`src/mcit_pkg.sv`:
```
// Types and constants of the interval timer bank.
package mcit_pkg;

  localparam int IDX_W = 4;
  localparam int CNT_W = 16;

  localparam logic [1:0] CMD_TICK    = 2'd0;
  localparam logic [1:0] CMD_ENABLE  = 2'd1;
  localparam logic [1:0] CMD_DISABLE = 2'd2;
  localparam logic [1:0] CMD_RESET   = 2'd3;

  typedef struct packed {
    logic [1:0]       command;
    logic [IDX_W-1:0] timer_index;
    logic             repeat_mode;
    logic [CNT_W-1:0] interval;
  } cmd_item_t;

  typedef struct packed {
    logic [IDX_W-1:0] expired_index;
    logic             last_expiry;
  } expiry_item_t;

  typedef struct packed {
    logic             step;
    logic [IDX_W-1:0] idx;
  } walk_ctrl_t;

  typedef struct packed {
    logic fire;
  } walk_stat_t;

endpackage

```
`src/mcit_bank.sv`:
```
// Timer state storage with the shared increment and compare unit.
module mcit_bank #(
  parameter int NUM_TIMERS = 16
) (
  input  logic                clk,
  input  logic                rst,
  input  logic                cmd_we,
  input  mcit_pkg::cmd_item_t cmd,
  input  mcit_pkg::walk_ctrl_t walk,
  output mcit_pkg::walk_stat_t stat
);
  import mcit_pkg::*;

  localparam int IW = (NUM_TIMERS > 1) ? $clog2(NUM_TIMERS) : 1;

  logic [NUM_TIMERS-1:0] enable_mask;
  logic [CNT_W-1:0]      tick_counters [NUM_TIMERS];
  logic [CNT_W-1:0]      period_store [NUM_TIMERS];
  logic                  auto_reload_flags [NUM_TIMERS];

  logic [IW-1:0]    widx;
  logic [IW-1:0]    cidx;
  logic             cmd_in_range;
  logic [CNT_W-1:0] cnt_inc;
  logic             fire;

  assign widx = walk.idx[IW-1:0];
  assign cidx = cmd.timer_index[IW-1:0];
  assign cmd_in_range = ({1'b0, cmd.timer_index} < (IDX_W + 1)'(NUM_TIMERS));

  assign cnt_inc = (tick_counters[widx] == {CNT_W{1'b1}}) ? tick_counters[widx]
                                                          : tick_counters[widx] + 1'b1;
  assign fire = enable_mask[widx] && (cnt_inc >= period_store[widx]);

  assign stat.fire = fire;

  always_ff @(posedge clk) begin
    if (rst) begin
      enable_mask <= '0;
    end else if (cmd_we && cmd_in_range) begin
      case (cmd.command)
        CMD_ENABLE:  enable_mask[cidx] <= 1'b1;
        CMD_DISABLE: enable_mask[cidx] <= 1'b0;
        default:     ;
      endcase
    end else if (walk.step && fire && !auto_reload_flags[widx]) begin
      enable_mask[widx] <= 1'b0;
    end
  end

  always_ff @(posedge clk) begin
    if (cmd_we && cmd_in_range) begin
      case (cmd.command)
        CMD_ENABLE: begin
          tick_counters[cidx]     <= '0;
          period_store[cidx]      <= cmd.interval;
          auto_reload_flags[cidx] <= cmd.repeat_mode;
        end
        CMD_RESET: tick_counters[cidx] <= '0;
        default:   ;
      endcase
    end else if (walk.step && enable_mask[widx]) begin
      tick_counters[widx] <= (fire && auto_reload_flags[widx]) ? '0 : cnt_inc;
    end
  end

endmodule

```
`src/mcit_seq.sv`:
```
// Tick walk sequencer with pending and output result registers.
module mcit_seq #(
  parameter int NUM_TIMERS = 16
) (
  input  logic                   clk,
  input  logic                   rst,
  input  logic                   cmd_valid,
  output logic                   cmd_ready,
  input  mcit_pkg::cmd_item_t    cmd,
  output mcit_pkg::walk_ctrl_t   walk,
  input  mcit_pkg::walk_stat_t   stat,
  output logic                   expiry_valid,
  input  logic                   expiry_ready,
  output mcit_pkg::expiry_item_t expiry
);
  import mcit_pkg::*;

  localparam int IW = (NUM_TIMERS > 1) ? $clog2(NUM_TIMERS) : 1;

  typedef enum logic [2:0] {
    ST_IDLE  = 3'b001,
    ST_WALK  = 3'b010,
    ST_FLUSH = 3'b100
  } state_t;

  state_t        state, state_next;
  logic [IW-1:0] k, k_next;
  logic          pend_valid, pend_valid_next;
  logic [IW-1:0] pend_idx, pend_idx_next;
  logic          push;
  expiry_item_t  push_data;
  logic          slot_free;
  logic          stall;
  logic          last_k;

  assign slot_free = !expiry_valid || expiry_ready;
  assign last_k    = (k == IW'(NUM_TIMERS - 1));
  assign cmd_ready = (state == ST_IDLE);
  assign stall     = stat.fire && pend_valid && !slot_free;
  assign walk.step = (state == ST_WALK) && !stall;
  assign walk.idx  = IDX_W'(k);

  always_comb begin
    state_next      = state;
    k_next          = k;
    pend_valid_next = pend_valid;
    pend_idx_next   = pend_idx;
    push            = 1'b0;
    push_data.expired_index = IDX_W'(pend_idx);
    push_data.last_expiry   = 1'b0;
    case (state)
      ST_IDLE: begin
        if (cmd_valid && cmd.command == CMD_TICK) begin
          state_next = ST_WALK;
          k_next     = '0;
        end
      end
      ST_WALK: begin
        if (!stall) begin
          if (stat.fire) begin
            push            = pend_valid;
            pend_valid_next = 1'b1;
            pend_idx_next   = k;
          end
          if (last_k) begin
            state_next = ST_FLUSH;
          end else begin
            k_next = k + 1'b1;
          end
        end
      end
      ST_FLUSH: begin
        if (!pend_valid) begin
          state_next = ST_IDLE;
        end else if (slot_free) begin
          push                  = 1'b1;
          push_data.last_expiry = 1'b1;
          pend_valid_next       = 1'b0;
          state_next            = ST_IDLE;
        end
      end
      default: state_next = ST_IDLE;
    endcase
  end

  always_ff @(posedge clk) begin
    if (rst) begin
      state        <= ST_IDLE;
      k            <= '0;
      pend_valid   <= 1'b0;
      expiry_valid <= 1'b0;
    end else begin
      state      <= state_next;
      k          <= k_next;
      pend_valid <= pend_valid_next;
      if (push) begin
        expiry_valid <= 1'b1;
      end else if (expiry_ready) begin
        expiry_valid <= 1'b0;
      end
    end
  end

  always_ff @(posedge clk) begin
    pend_idx <= pend_idx_next;
    if (push) begin
      expiry <= push_data;
    end
  end

endmodule

```
`src/multi_channel_interval_timer.sv`:
```
// Top level of the interval timer bank.
// Enable, disable and counter reset items give no result. A tick item walks the timers one
// per cycle, unless a full output register stalls the walk, through one shared compare unit;
// cmd_ready stays low until the walk and its flush are done. Each result waits until the next
// timer fires or the walk ends; the last one leaves from the flush state, marked last_expiry.
// Reset turns every timer off and empties the result registers; enable loads the rest.
module multi_channel_interval_timer #(
  parameter int NUM_TIMERS = 16
) (
  input  logic                   clk,
  input  logic                   rst,
  input  logic                   cmd_valid,
  output logic                   cmd_ready,
  input  mcit_pkg::cmd_item_t    cmd,
  output logic                   expiry_valid,
  input  logic                   expiry_ready,
  output mcit_pkg::expiry_item_t expiry
);
  import mcit_pkg::*;

  walk_ctrl_t walk;
  walk_stat_t stat;
  logic       cmd_we;

  assign cmd_we = cmd_valid && cmd_ready && (cmd.command != CMD_TICK);

  mcit_bank #(
    .NUM_TIMERS(NUM_TIMERS)
  ) u_bank (
    .clk    (clk),
    .rst    (rst),
    .cmd_we (cmd_we),
    .cmd    (cmd),
    .walk   (walk),
    .stat   (stat)
  );

  mcit_seq #(
    .NUM_TIMERS(NUM_TIMERS)
  ) u_seq (
    .clk          (clk),
    .rst          (rst),
    .cmd_valid    (cmd_valid),
    .cmd_ready    (cmd_ready),
    .cmd          (cmd),
    .walk         (walk),
    .stat         (stat),
    .expiry_valid (expiry_valid),
    .expiry_ready (expiry_ready),
    .expiry       (expiry)
  );

endmodule

```
`config.mk`:
```
export PLATFORM = sky130hd
export DESIGN_NAME = multi_channel_interval_timer
export DESIGN_NICKNAME = d
export VERILOG_FILES = /design/src/mcit_pkg.sv /design/src/mcit_bank.sv /design/src/mcit_seq.sv /design/src/multi_channel_interval_timer.sv
export SDC_FILE = /design/constraint.sdc
export NUM_CORES = 1
export LEC_CHECK = 0
export BUFFER_PORTS_ARGS = -buffer_cell sky130_fd_sc_hd__buf_2
export CORE_UTILIZATION = 50
export CTS_CLUSTER_SIZE = 8
export DETAILED_ROUTE_END_ITERATION = 10
export PLACE_DENSITY = 0.66
export SETUP_SLACK_MARGIN = 0.5
export SLEW_MARGIN = 10
export SYNTH_ARGS = -nofsm -noshare
export SYNTH_HDL_FRONTEND = slang
export SYNTH_SLANG_ARGS = --single-unit
```
`constraint.sdc`:
```
create_clock -name clk -period 7.5 [get_ports clk]
set_clock_uncertainty 0.05 [all_clocks]
set_input_delay 1.5 -clock clk [delete_from_list [all_inputs] [get_ports clk]]
set_output_delay 1.5 -clock clk [all_outputs]
set_load 0.1 [all_outputs]
```
# After elaboration in Yosys (flattened, before gate mapping)
# Memory sizes are Yosys's and may differ from the RTL's. A register that Yosys moved wholly into a read port is not among the register bits.
# Cells that the tools add are included.
# W data, S select, Z words.
# word_totals
reg_bits	34
ramBits	528
input_bits	27
out_inout_bits	7
wordCells	122
mem_count	3
# op_classes
addsub	2
n_lt_le_gt_ge	5
eq_ne	15
n_mux	52
n_bitwise	7
reduce_logical	30
# memory_table
name	depth	word_bits	read_ports	rd_ports_with_merged_regs	write_ports	line_no	rtl
u_bank.period_store	16	16	1	1	1	mcit_bank.sv:18	logic [CNT_W-1:0] period_store [NUM_TIMERS];
u_bank.tick_counters	16	16	1	1	1	mcit_bank.sv:17	logic [CNT_W-1:0] tick_counters [NUM_TIMERS];
u_bank.auto_reload_flags	16	1	1	1	1	mcit_bank.sv:19	logic auto_reload_flags [NUM_TIMERS];
# op_table
operator	count
$mux W16	6
$mux W4	10
$and A16 B16 Y16	2
$not A16 Y16	2
$pmux W16 S2	1
$mux W1	23
$add A16 B1 Y16 const B	1
$eq A16 B16 Y1 const B	1
$ge A16 B16 Y1	1
$or A16 B16 Y16	1
$reduce_or A16 Y1	1
$mux W3	5
$logic_and A1 B1 Y1	13
$lt A4 B5 Y1 const B	2
$reduce_bool A2 Y1	5
$pmux W3 S3	1
$demux W1 S4	2
$ge A4 B1 Y1 const B	2
$pmux W4 S2	1
$reduce_and A4 Y1	2
$ne A2 B2 Y1 const B	3
$reduce_and A3 Y1	2
$add A4 B1 Y4 const B	1
$bmux W1 S4	1
16 further kinds	22

# Logic depth before layout (Yosys ltp)
# Gate-level depths: netlist of the first run.
# logic_depth
depth_word	14
ltp_mapped	23
mapped_depth_nobuf	17

# Hierarchy
# From an unflattened synthesis of the first run, not the netlist that was laid out.
# unflattened
cells_unflattened	1210
area_unflattened_um2	23266.1
# by_module_without_submodules
module	instances	cells_each	area_per_inst_um2	seq_area_each_um2
mcit_bank	1	1134	22402.7	16175.5
mcit_seq	1	75	853.3	450.4
multi_channel_interval_timer	1	1	10.0	0.0

# Worst setup path after synthesis of the first run
# OpenSTA, ideal clock, no wires.
# synth_timing
path_kind	reg2reg
startpoint	register with a tool-made name
endpoint	memory u_bank.tick_counters[11][0] (enable)
setup_ns	0.388
arrival_ns	5.637
t_required_ns	7.062
slack_ns	1.424
path_stages_with_launch	22
n_path_buf	6
period_less_slack_ns	6.076
cell_sequence	dfxtp_1 buf_6 buf_8 buf_8 buf_6 mux4_2 mux4_2 ha_1 and3_4 buf_2 a21oi_2 xnor2_1 ha_1 a21o_1 a21o_1 a21o_1 a221oi_1 nand2_1 a21oi_1 clkbuf_1 a31oi_1 nor2_1
# synth_lines
element	line_no
end, declared	mcit_bank.sv:17

==> run metrics, run 1 <==
HP Class=flop to flop; mux contribution to synthesized area=0.157; total overflow reported by the global router=0; Power Internal=about 5.5 mW; clk slew on worst S/H paths=about 0.05 ns; synth unique cells=63; crit end category=flop; Worst Path Max Fanout=47; Cells after Synth=around 1200; Rel. slew slack=0.138; first-pass iteration count of the detailed router=5; non-filler instance count after layout=1921; Critical Path Max Stage Delay=~1.1 ns; Post-DP Area=between 0.02 and 0.025 mm^2; Simple-Gate Fraction of Synth Area=0.0437; pre-CTS WS=roughly 0.98 ns; switching power=about 1.4 mW; crit path time final=roughly 6.6 ns; final hold violations=0; final core occ=0.578; sw frac=0.203; cts bufs inserted=80; area of the mapped netlist=~0.023 mm^2; final hold slack=~0.38 ns; worst path arrival time=roughly 6.7 ns; post-placement cell count=1810; routed via count=11900; vias in the first global route=around 12000; final worst slack=~0.94 ns; Clk pwr share=0.467; # clock sinks=566; Initial Util=0.508; status=finished, final reports clean; Yosys warning count=0; GR Util met2=0.372; WS Path Type=flop to flop; initial antenna violation count=3; Post-Synth Adder-Cell Area=0.0114; CTS tree=done; largest family of logic cells by synthesized area=multiplexers; GPL Wtd Cong=around 0.85; period utilization=0.874; Total Power=6.84 mW; number of flops mapped to enable cells by yosys=537; setup TNS=0 ns; Vias/cell=between 6 and 7; crit path max-delay cell type=nor2_2; Crit path top cell by count=a21o_1; wirelength, routed=~52000 um; Clock Path Buffers=3; layout cell share with drive strength beyond 1=0.275; Die Y=~220 um; critical path data required time=about 7.7 ns; CORE AREA=around 0.045 mm^2; largest net degree at the start of global routing=48; Synth Register Bits=approximately 570; sequential power share=0.506; final cell area excluding filler cells=between 0.02 and 0.03 mm^2; RSZ-0062 raised after global routing=yes; ANT nets after route=0; Logic pwr share=0.027; per-cell routed wire length=approximately 27 um; power per cell area=about 260 mW/mm^2; gr usage total=0.230; CP Cell Sequence=nor2_1 -> a221oi_1 -> a32oi_1 -> nor2_1 -> ha_1 -> and3_4 -> a21oi_2 -> xnor2_1 -> ha_1 -> a21o_1 -> a21o_1 -> a21o_1 -> a221oi_1 -> nand2_1 -> a21oi_1 -> buf_4 -> mux2i_1 -> nor2_2; Slew Limit Fails=0; H-tree depth=3; Die X=217 um; register area share after synthesis=0.723; IO buf count=33; met1 usage=0.310; Compound-Gate Fraction of Synth Area=0.0428; die area=around 0.047 mm^2; Syn Nets=approximately 1200; drt drc=0; critical path launch point type=flop; top_reg_cell synth=edfxtp_1; Post-CTS Repair Setup Buffers=0; Root Driver=clkbuf_16; I/O Pins=34; Max VDD drop=between 0.0002 and 0.0003 V; average instance area after synthesis=slightly below 20 um^2; Worst Tran Pin Value=roughly 1.3 ns; first-pass GRT wire length=78100 um; initial detailed-routing violation count=1241; xor and xnor area share after synthesis=0.00341; final net count=about 1300; setup violators final=0; num rows=around 80; GR peak layer=met2; max_cap viols=0; static leakage=8.69 nW; met3 Resource Use GR=0.0555; Async SR Flop Fraction=0; Clk Latency, worst-skew pair=a little over 0.6 ns; DP HPWL=30900 um; area grow syn2layout=13.8%; fmax=about 150 MHz
## per-layer routing
layer / vias to the layer above / share of wire
met2: 439 / 0.50
met5: - / 0.00048
met3: 95 / 0.061
li1: 5129 / -
met4: 4 / 0.025
met1: 6235 / 0.41
## repair_timing
action	in CTS	in global routing
hold buffers	0	0
setup endpoints to repair	0	41
gates resized for setup	0	2
## synth_stat cells, drive strengths merged (18+ instances only)
cell type    n  area (um^2)
mux4       149         3360
ha          21          263
clkbuf      27          101
nor2        52          195
dfxtp       29          581
o21ai       24          120
inv         24         90.1
nor2b       22          138
nand2       43          164
mux2i       18          180
a21oi       51          259
buf         34          224
edfxtp     537        16100
## logic make-up after synthesis
group	count (synthesis)
mux	176
fa+ha+maj	21
xor+xnor	9
simple gates	196
flops	566
buf+inv	86
compound gates	147
## final timing paths
path                                end              start  slack, ns  depth (start not counted)
max          u_bank.tick_counters[5][1]               flop       0.94                         18
min                     u_seq.expiry[1]  u_seq.pend_idx[0]       0.38                          0
max reg2reg  u_bank.tick_counters[5][1]               flop       0.94                         18
min reg2reg             u_seq.expiry[1]  u_seq.pend_idx[0]       0.38                          0
## critical path, delay by kind of cell (launching register included)
family / cells / cell delay (ns)
buf+inv: 1 / 0.22
flops: 1 / 0.84
compound gates: 8 / 1.62
fa+ha+maj: 2 / 0.65
xor+xnor: 1 / 0.32
mux: 1 / 0.23
simple gates: 5 / 2.15
## cell usage in the layout (no fill, tap or decap), types with 8 or more instances in the layout
cell type / instances
dfxtp_1: 26
a21o_1: 9
mux4_2: 149
buf_2: 33
and3_1: 8
clkbuf_1: 22
nor2b_1: 21
a21oi_1: 49
a22oi_1: 14
buf_4: 37
mux2_2: 8
nand2b_1: 9
nor2_1: 24
nor2_2: 23
a31oi_1: 11
a32oi_1: 16
inv_1: 22
o21ai_0: 24
or3_1: 15
ha_1: 21
nand2_1: 42
clkbuf_16: 81
edfxtp_1: 537
mux2i_1: 18
## flip-flops by register name, summed over array words and instances (netlist names), named ones only
| signal | cells |
|---|---|
| u_seq.pend_valid | 1 |
| u_bank.period_store | 256 |
| u_bank.tick_counters | 256 |
| u_seq.expiry_valid | 1 |
| u_seq.expiry | 5 |
| u_seq.pend_idx | 4 |
| u_bank.auto_reload_flags | 16 |
| u_seq.k | 4 |
| u_seq.state | 3 |
## area by class of cell
class                      count  area (um^2)
inverter                      25         93.8
sequential                   566        16700
multi-input combinational    549         6100
timing repair buffer          70          443
fill                        3383        19200
antenna                        1         2.50
clock buffer                 103         2110
tap                          600          751
clock inverter                 7         82.6
## power groups by stage
stage	registers, mW	clock network, mW	logic (mW)
6_report	3.46	3.19	0.185
5_1_grt	3.46	3.37	0.201
4_1_cts	3.46	3.23	0.184
3_5_place_dp	3.52	0	0.183
3_3_place_gp	3.52	0	0.179
2_1_floorplan	3.52	0	0.120
Power figures use the tool's default switching activity.
==> inputs of run 2 (changes only) <==
- CORE_ASPECT_RATIO: default -> 2
==> run 2 against run 1 <==
  * Sequential share of layout area decreased by 0.11 points
  * First-iteration DRC count fell by 30%
  * Largest cell class unchanged
  * Fmax down 1.1%
  * Flip-flop and latch count unchanged
==> run metrics, run 2 (synthesized netlist as in run 1, its figures left out) <==
status=finished, final reports clean; total overflow reported by the global router=0 (unchanged); Die Y=306 um (+41%); Post-CTS Repair Setup Buffers=0 (unchanged); final cell area excluding filler cells=0.0263 mm^2 (+0.18%); setup violators final=0 (unchanged); HP Class=flop to flop; H-tree depth=3 (unchanged); Fill cells=3335 (-1.4%); Worst Tran Pin Value=1.01 ns (-0.286 ns); Clk pwr share=0.469 (+0.002); IO buf count=33 (unchanged); wirelength, routed=55800 um (+6.7%); gr usage total=0.249 (+0.0184); cts bufs inserted=80 (unchanged); crit path time final=6.63 ns (+0.0715 ns); I/O Pins=34 (unchanged); CP Cell Sequence=buf_12 -> mux2i_1 -> a221oi_1 -> nor3_1 -> nor2_1 -> ha_1 -> and3_4 -> a31oi_1 -> a41oi_1 -> ha_1 -> a21o_1 -> a21o_1 -> a221oi_1 -> nand2_1 -> a21oi_1 -> buf_4 -> a31oi_1 -> nor2_2; commonest non-fill, non-tap cell in the layout=edfxtp_1; Root Driver=clkbuf_16; critical path endpoint=u_bank.tick_counters[6][11]; Bufs and invs on worst path=2 (+1); Slew Limit Fails=0 (unchanged); ANT nets after route=0 (unchanged); commonest cells after routing, fill and taps aside=537 x edfxtp_1, 149 x mux4_2, 84 x clkbuf_16, 50 x a21oi_1; RR Endpoint=u_bank.tick_counters[6][11]; clk slew on worst S/H paths=0.05 ns (about the same); pre-CTS WS=0.996 ns (+0.0136 ns); worst r2r path cells=18 (unchanged); switching power=1.35 mW (-2.8%); Critical Path Max Stage Delay=0.87 ns (-0.20 ns); die area=0.0471 mm^2 (+0.11%); WS Path Type=flop to flop; static leakage=8.75 nW (+0.70%); final hold violations=0 (unchanged); final net count=1346 (+0.45%); routed via count=11800 (-1.0%); Post-DP Area=0.0241 mm^2 (about the same); layout cell share with drive strength beyond 1=0.275 (about the same); Worst Hold Depth=0 (unchanged); largest net degree at the start of global routing=51 (+6.3%); critical path launch point type=flop; period utilization=0.884 (+0.00953); Power Internal=5.53 mW (+1.4%); critical path data required time=7.65 ns (about the same); max_cap viols=0 (unchanged); # clock sinks=566 (unchanged); power per cell area=261 mW/mm^2 (+0.41%); biggest regs=u_bank.period_store (256), u_bank.tick_counters (256), u_bank.auto_reload_flags (16); RSZ-0062 raised after global routing=no; crit path max-delay cell type=nor2_2; Clk Latency, worst-skew pair=0.60 ns (about the same); first-pass iteration count of the detailed router=5 (unchanged); Rel. slew slack=0.328 (+0.190); sequential power share=0.503 (-0.003); CORE AREA=0.0457 mm^2 (+0.47%); Die X=154 um (-29%); Initial Util=0.506 (-0.00238); Vias/cell=6.20 (about the same); fmax=151 MHz (-1.1%); final worst slack=0.871 ns (-0.0715 ns); CTS tree=done; DP HPWL=37500 um (+21%); crit-path leading delay family=compound AO/OA/AOI/OAI gates; first-pass GRT wire length=82100 um (+5.1%); Post-CTS Resized=0 (unchanged); setup TNS=0 ns (unchanged); drt drc=0 (unchanged); Max VDD drop=0.000209 V (-17%); initial antenna violation count=1 (-2); sw frac=0.196 (-0.00675); Clock Path Buffers=3 (unchanged); per-cell routed wire length=29.4 um (+7.9%); Logic pwr share=0.027 (about the same); CTS hold repair buffers=0 (unchanged); GPL Wtd Cong=0.905 (+6.1%); crit end category=flop; initial detailed-routing violation count=865 (-30%); register area=0.0167 mm^2 (unchanged); area grow syn2layout=14.0%; final hold slack=0.368 ns (-0.0101 ns); worst path arrival time=6.78 ns (+0.07 ns); multi-input logic area=0.00607 mm^2 (-0.51%); CP Depth=18 (unchanged); R2R setup slack=0.87 ns (-0.07 ns); vias in the first global route=12600 (+4.0%); num rows=111 (+42%); Worst Path Max Fanout=28 (-40%)
[run 2: cell types whose count changed in the layout (fill, tap and decap cells not counted), moves of 2 or more]
cell and delta:
buf_4 +5, clkbuf_1 +9, clkbuf_16 +3, inv_6 -2, nor2_2 +5, nor2_4 -5
[run 2: area by class of cell]
cell class,instances,share of cell area
flip-flops and latches,566,0.635
multi-input cells,549,0.230
clock buffers,116,0.0847
well taps,565,0.0268
repair buffers,76,0.0190
inverters,25,0.00356
clock inverters,2,0.000950
diodes,1,0.0000950
[run 2: per-stage QoR]
step / util / instances / total power [mW]
finish: 0.577 / 1900 / 6.88
global placement: 0.527 / 1781 / 3.70
floorplan: - / 1201 / 3.64
detailed placement: 0.527 / 1781 / 3.71
CTS: 0.577 / 1899 / 6.93
global route: 0.577 / 1899 / 7.07
[run 2: power by group through the flow]
stage / logic [mW] / clock network (mW) / registers (mW)
after detailed placement: 0.186 / 0 / 3.52
after floorplan: 0.120 / 0 / 3.52
after CTS: 0.187 / 3.28 / 3.46
after global routing: 0.202 / 3.41 / 3.46
after global placement: 0.182 / 0 / 3.52
final: 0.187 / 3.23 / 3.46
[run 2: how the worst min path moves through the flow]
stage | startpoint | endpoint | slack (ns)
2_1_floorplan | u_seq.pend_idx[0] | u_seq.expiry[1] | 0.35
3_3_place_gp | u_seq.pend_idx[0] | u_seq.expiry[1] | 0.36
3_5_place_dp | u_seq.pend_idx[0] | u_seq.expiry[1] | 0.35
4_1_cts | u_seq.pend_idx[0] | u_seq.expiry[1] | 0.37
5_1_grt | u_seq.pend_idx[0] | u_seq.expiry[1] | 0.37
6_report | u_seq.pend_idx[0] | u_seq.expiry[1] | 0.37
[run 2: routing by layer]
layer / vias to the layer above / GRT usage / share of wire
met1: 6087 / 0.244 / 0.32
met5: - / 0 / 0
met3: 151 / 0.0339 / 0.036
li1: 5129 / - / -
met2: 414 / 0.476 / 0.58
met4: 0 / 0.168 / 0.067
==> inputs of run 3 (changes only) <==
- CTS_BUF_LIST: default -> sky130_fd_sc_hd__clkbuf_8 sky130_fd_sc_hd__clkbuf_16
- PLACE_DENSITY: 0.66 -> 0.62
- SYNTH_HIERARCHICAL: default -> 1
==> run 3 against run 2 <==
  * Power down 0.36%
  * Global-route usage shrank 0.95 points
  * Final cell count increased by 0.79%
  * Cell area rose by 0.76%
  * Register-to-register slack gained 0.10 ns
  * Fmax increased by 1.6%
  * Largest power group unchanged
  * Critical path depth increased by 4
  * Wire length shrank 3.0%
  * Critical endpoint is now u_bank/tick_counters[3][15]
  * Largest cell class unchanged
  * Count of clock-buffer cells in the layout decreased by 35
  * Combinational power grew 47%
==> run metrics, run 3 <==
status=finished, final reports clean; Synth top area share=0.693 (-0.00492); power per cell area=258 mW/mm^2 (-1.1%); crit end category=flop; per-cell routed wire length=28.3 um (-3.8%); routed via count=12000 (+1.9%); Hold Path End=u_seq/expiry[2]; most common cell in the netlist=edfxtp_1; Vias/cell=6.27 (+1.1%); final net count=1367 (+1.6%); setup violators final=0 (unchanged); CTS tree=done; final worst slack=0.974 ns (+0.103 ns); worst r2r path cells=22 (+4); GPL Wtd Cong=0.853 (-5.7%); synth unique cells=84 (+33%); Async SR Flop Fraction=0 (unchanged); Simple-Gate Fraction of Synth Area=0.0523 (+0.00867); first-pass iteration count of the detailed router=5 (unchanged); max layer used=met5; Die Y=307 um (+0.35%); layout cell share with drive strength beyond 1=0.293 (+0.0177); cts bufs inserted=80 (unchanged); top cell type by total area after synthesis=edfxtp_1; first-pass GRT wire length=81100 um (-1.2%); I/O Pins=34 (unchanged); register area=0.0166 mm^2 (-0.49%); area grow syn2layout=14.1% (about the same); Clock Path Buffers=3 (unchanged); top cells by area, synth=edfxtp_1 69%, mux4_2 14%, dfxtp_1 2.2%, ha_1 0.97%, a21oi_1 0.90%; commonest cells after routing, fill and taps aside=537 x edfxtp_1, 142 x mux4_2, 81 x clkbuf_16, 56 x nand2_1; CP startpoint=u_seq/k[3]; clk slew on worst S/H paths=0.05 ns (about the same); Post-CTS Repair Setup Buffers=0 (unchanged); largest family of logic cells by synthesized area=multiplexers; number of flops mapped to enable cells by yosys=537 (unchanged); Fill cells=3433 (+2.9%); DP HPWL=34500 um (-8.0%); Die X=155 um (+0.35%); average instance area after synthesis=19.2 um^2 (about the same); wirelength, routed=54100 um (-3.0%); CORE AREA=0.0458 mm^2 (+0.30%); drt drc=0 (unchanged); Rel. slew slack=0.197 (-0.131); area of the mapped netlist=0.0233 mm^2 (+0.71%); crit path time final=6.53 ns (-0.103 ns); r2r startpoint=u_seq/k[3]; H-tree depth=3 (unchanged); gr usage total=0.239 (-0.00953); initial detailed-routing violation count=746 (-14%); largest net degree at the start of global routing=83 (+63%); Post-CTS Resized=0 (unchanged); met2 wire length=30800 um (-3.9%); max_cap viols=0 (unchanged); wire length on met1=19100 um (+6.5%); static leakage=9.00 nW (+2.9%); Worst Path Max Fanout=21 (-25%); R2R setup slack=0.97 ns (+0.10 ns); mux contribution to synthesized area=0.150 (-0.00708); multi-input logic area=0.00624 mm^2 (+2.9%); top_reg_cell synth=edfxtp_1; Initial Util=0.508 (+0.00204); Max VDD drop=0.000217 V (+3.8%); crit-path leading delay family=simple AND/OR/NAND/NOR gates; xor and xnor area share after synthesis=0.00264 (-0.000777); biggest regs=u_bank/period_store (256), u_bank/tick_counters (256), u_bank/auto_reload_flags (16); Root Driver=clkbuf_16; total overflow reported by the global router=0 (unchanged); initial antenna violation count=2 (+1); worst path arrival time=6.75 ns (-0.03 ns); final core occ=0.579 (+0.00262); non-filler instance count after layout=1915 (+0.79%); ANT nets after route=0 (unchanged); RSZ-0062 raised after global routing=no; Worst Hold Depth=0 (unchanged); CTS hold repair buffers=0 (unchanged); num rows=111 (unchanged); RR Endpoint=u_bank/tick_counters[3][15]; Post-synth top cells=537 x edfxtp_1, 142 x mux4_2, 56 x nand2_1, 42 x a21oi_1, 42 x nor2_1; Bufs and invs on worst path=3 (+1); Yosys warning count=6 (+6); final hold violations=0 (unchanged); vias in the first global route=12800 (+1.5%); Worst Tran Pin Value=1.20 ns (+0.197 ns); Slew Limit Fails=0 (unchanged); Clk Latency, worst-skew pair=0.60 ns (about the same); commonest non-fill, non-tap cell in the layout=edfxtp_1; crit path max-delay cell type=dfxtp_2; period utilization=0.870 (-0.0137); Compound-Gate Fraction of Synth Area=0.0494 (+0.00658); critical path data required time=7.72 ns (+0.07 ns); register area share after synthesis=0.715 (-0.00854); Synth Register Bits=562 (-0.71%); fmax=153 MHz (+1.6%); CP Cell Sequence=buf_4 -> nor2b_2 -> buf_4 -> a22oi_1 -> nand2_1 -> ha_1 -> nand4b_4 -> nor3_2 -> a211oi_2 -> xor2_1 -> ha_1 -> a21oi_1 -> o21ai_0 -> a21oi_1 -> o21ai_0 -> and2_1 -> a31oi_1 -> nand3_1 -> nor3_1 -> a21oi_1 -> nor2_2 -> buf_4; pre-CTS WS=0.951 ns (-0.0444 ns); WS Path Type=flop to flop; HP Class=flop to flop; Syn Nets=1255 (+0.48%); # clock sinks=562 (-0.71%); IO buf count=33 (unchanged); hold_sp=u_seq/pend_idx[1]; Critical Path Max Stage Delay=0.60 ns (-0.27 ns); post-placement cell count=1805 (+1.3%); setup TNS=0 ns (unchanged); metal3 WL=2180 um (+8.5%); Cells after Synth=1210 (+0.75%); die area=0.0475 mm^2 (+0.70%); critical path launch point type=flop; Post-Synth Adder-Cell Area=0.00968 (-0.00169)
run 3: cell types whose count changed after synthesis, moves of 9 or more:
| cell | change |
|---|---|
| nor2b_1 | -14 |
| nand3_1 | +19 |
| o21ai_0 | -15 |
| mux2i_1 | -9 |
| a22oi_1 | +10 |
| nand2_1 | +14 |
| a32oi_1 | -16 |
| or3_1 | -10 |
| a31oi_1 | +9 |
| nor2_1 | -10 |
| nor3_1 | +9 |
run 3: cell type report:
| cell class | count | share of cell area |
|---|---|---|
| repair buffers | 90 | 0.0261 |
| clock inverters | 28 | 0.00490 |
| diodes | 1 | 0.0000943 |
| well taps | 565 | 0.0266 |
| clock buffers | 81 | 0.0764 |
| flip-flops and latches | 562 | 0.627 |
| inverters | 27 | 0.00401 |
| multi-input cells | 561 | 0.235 |
run 3: stage by stage:
stage	hold slack (ns)	power (mW)	instance area (um^2)
after floorplan	0.350	3.72	23300
after global routing	0.366	7.05	26500
after global placement	0.356	3.79	24400
after CTS	0.367	6.92	26500
final	0.366	6.86	26500
after detailed placement	0.358	3.79	24400
run 3: worst max path at each step:
stage	cells after the start	slack [ns]	end
after floorplan	23	2.14	u_bank/tick_counters[12][0]
after global placement	22	1.04	u_bank/tick_counters[3][11]
after detailed placement	22	0.95	u_bank/tick_counters[4][11]
after CTS	22	0.92	u_bank/tick_counters[4][13]
after global routing	22	0.52	u_bank/tick_counters[4][13]
final	22	0.97	u_bank/tick_counters[3][15]
run 3: report_power, final:
part | internal, mW | switching, mW
Sequential | 3.44 | 0.0169
Clock | 1.90 | 1.22
Combinational | 0.0935 | 0.181
run 3: cell families (layout without fill, tap and decap cells):
logic type / Yosys count / after routing
multiplexers: 159 / 159
AO/OA/AOI/OAI: 157 / 157
other: 0 / 1
XOR/XNOR: 7 / 7
AND/OR/NAND/NOR: 220 / 220
adder cells (fa/ha/maj): 18 / 18
buffers and inverters: 87 / 226
flip-flops: 562 / 562
run 3: worst register-to-register path, delay by kind of cell (launching register included):
family / cells / cell delay, ns
AOI/OAI and AO/OA: 8 / 1.39
xor gates and xnor gates: 1 / 0.18
adders and majority gates: 2 / 0.61
buffers and inverters: 3 / 1.05
DFF: 1 / 0.60
and+or+nand+nor: 8 / 2.31
run 3: routing by layer:
layer / GRT usage / up-vias
li1: - / 5216
met1: 0.257 / 6285
met2: 0.457 / 389
met3: 0.0347 / 116
met4: 0.108 / 2
met5: 0 / -
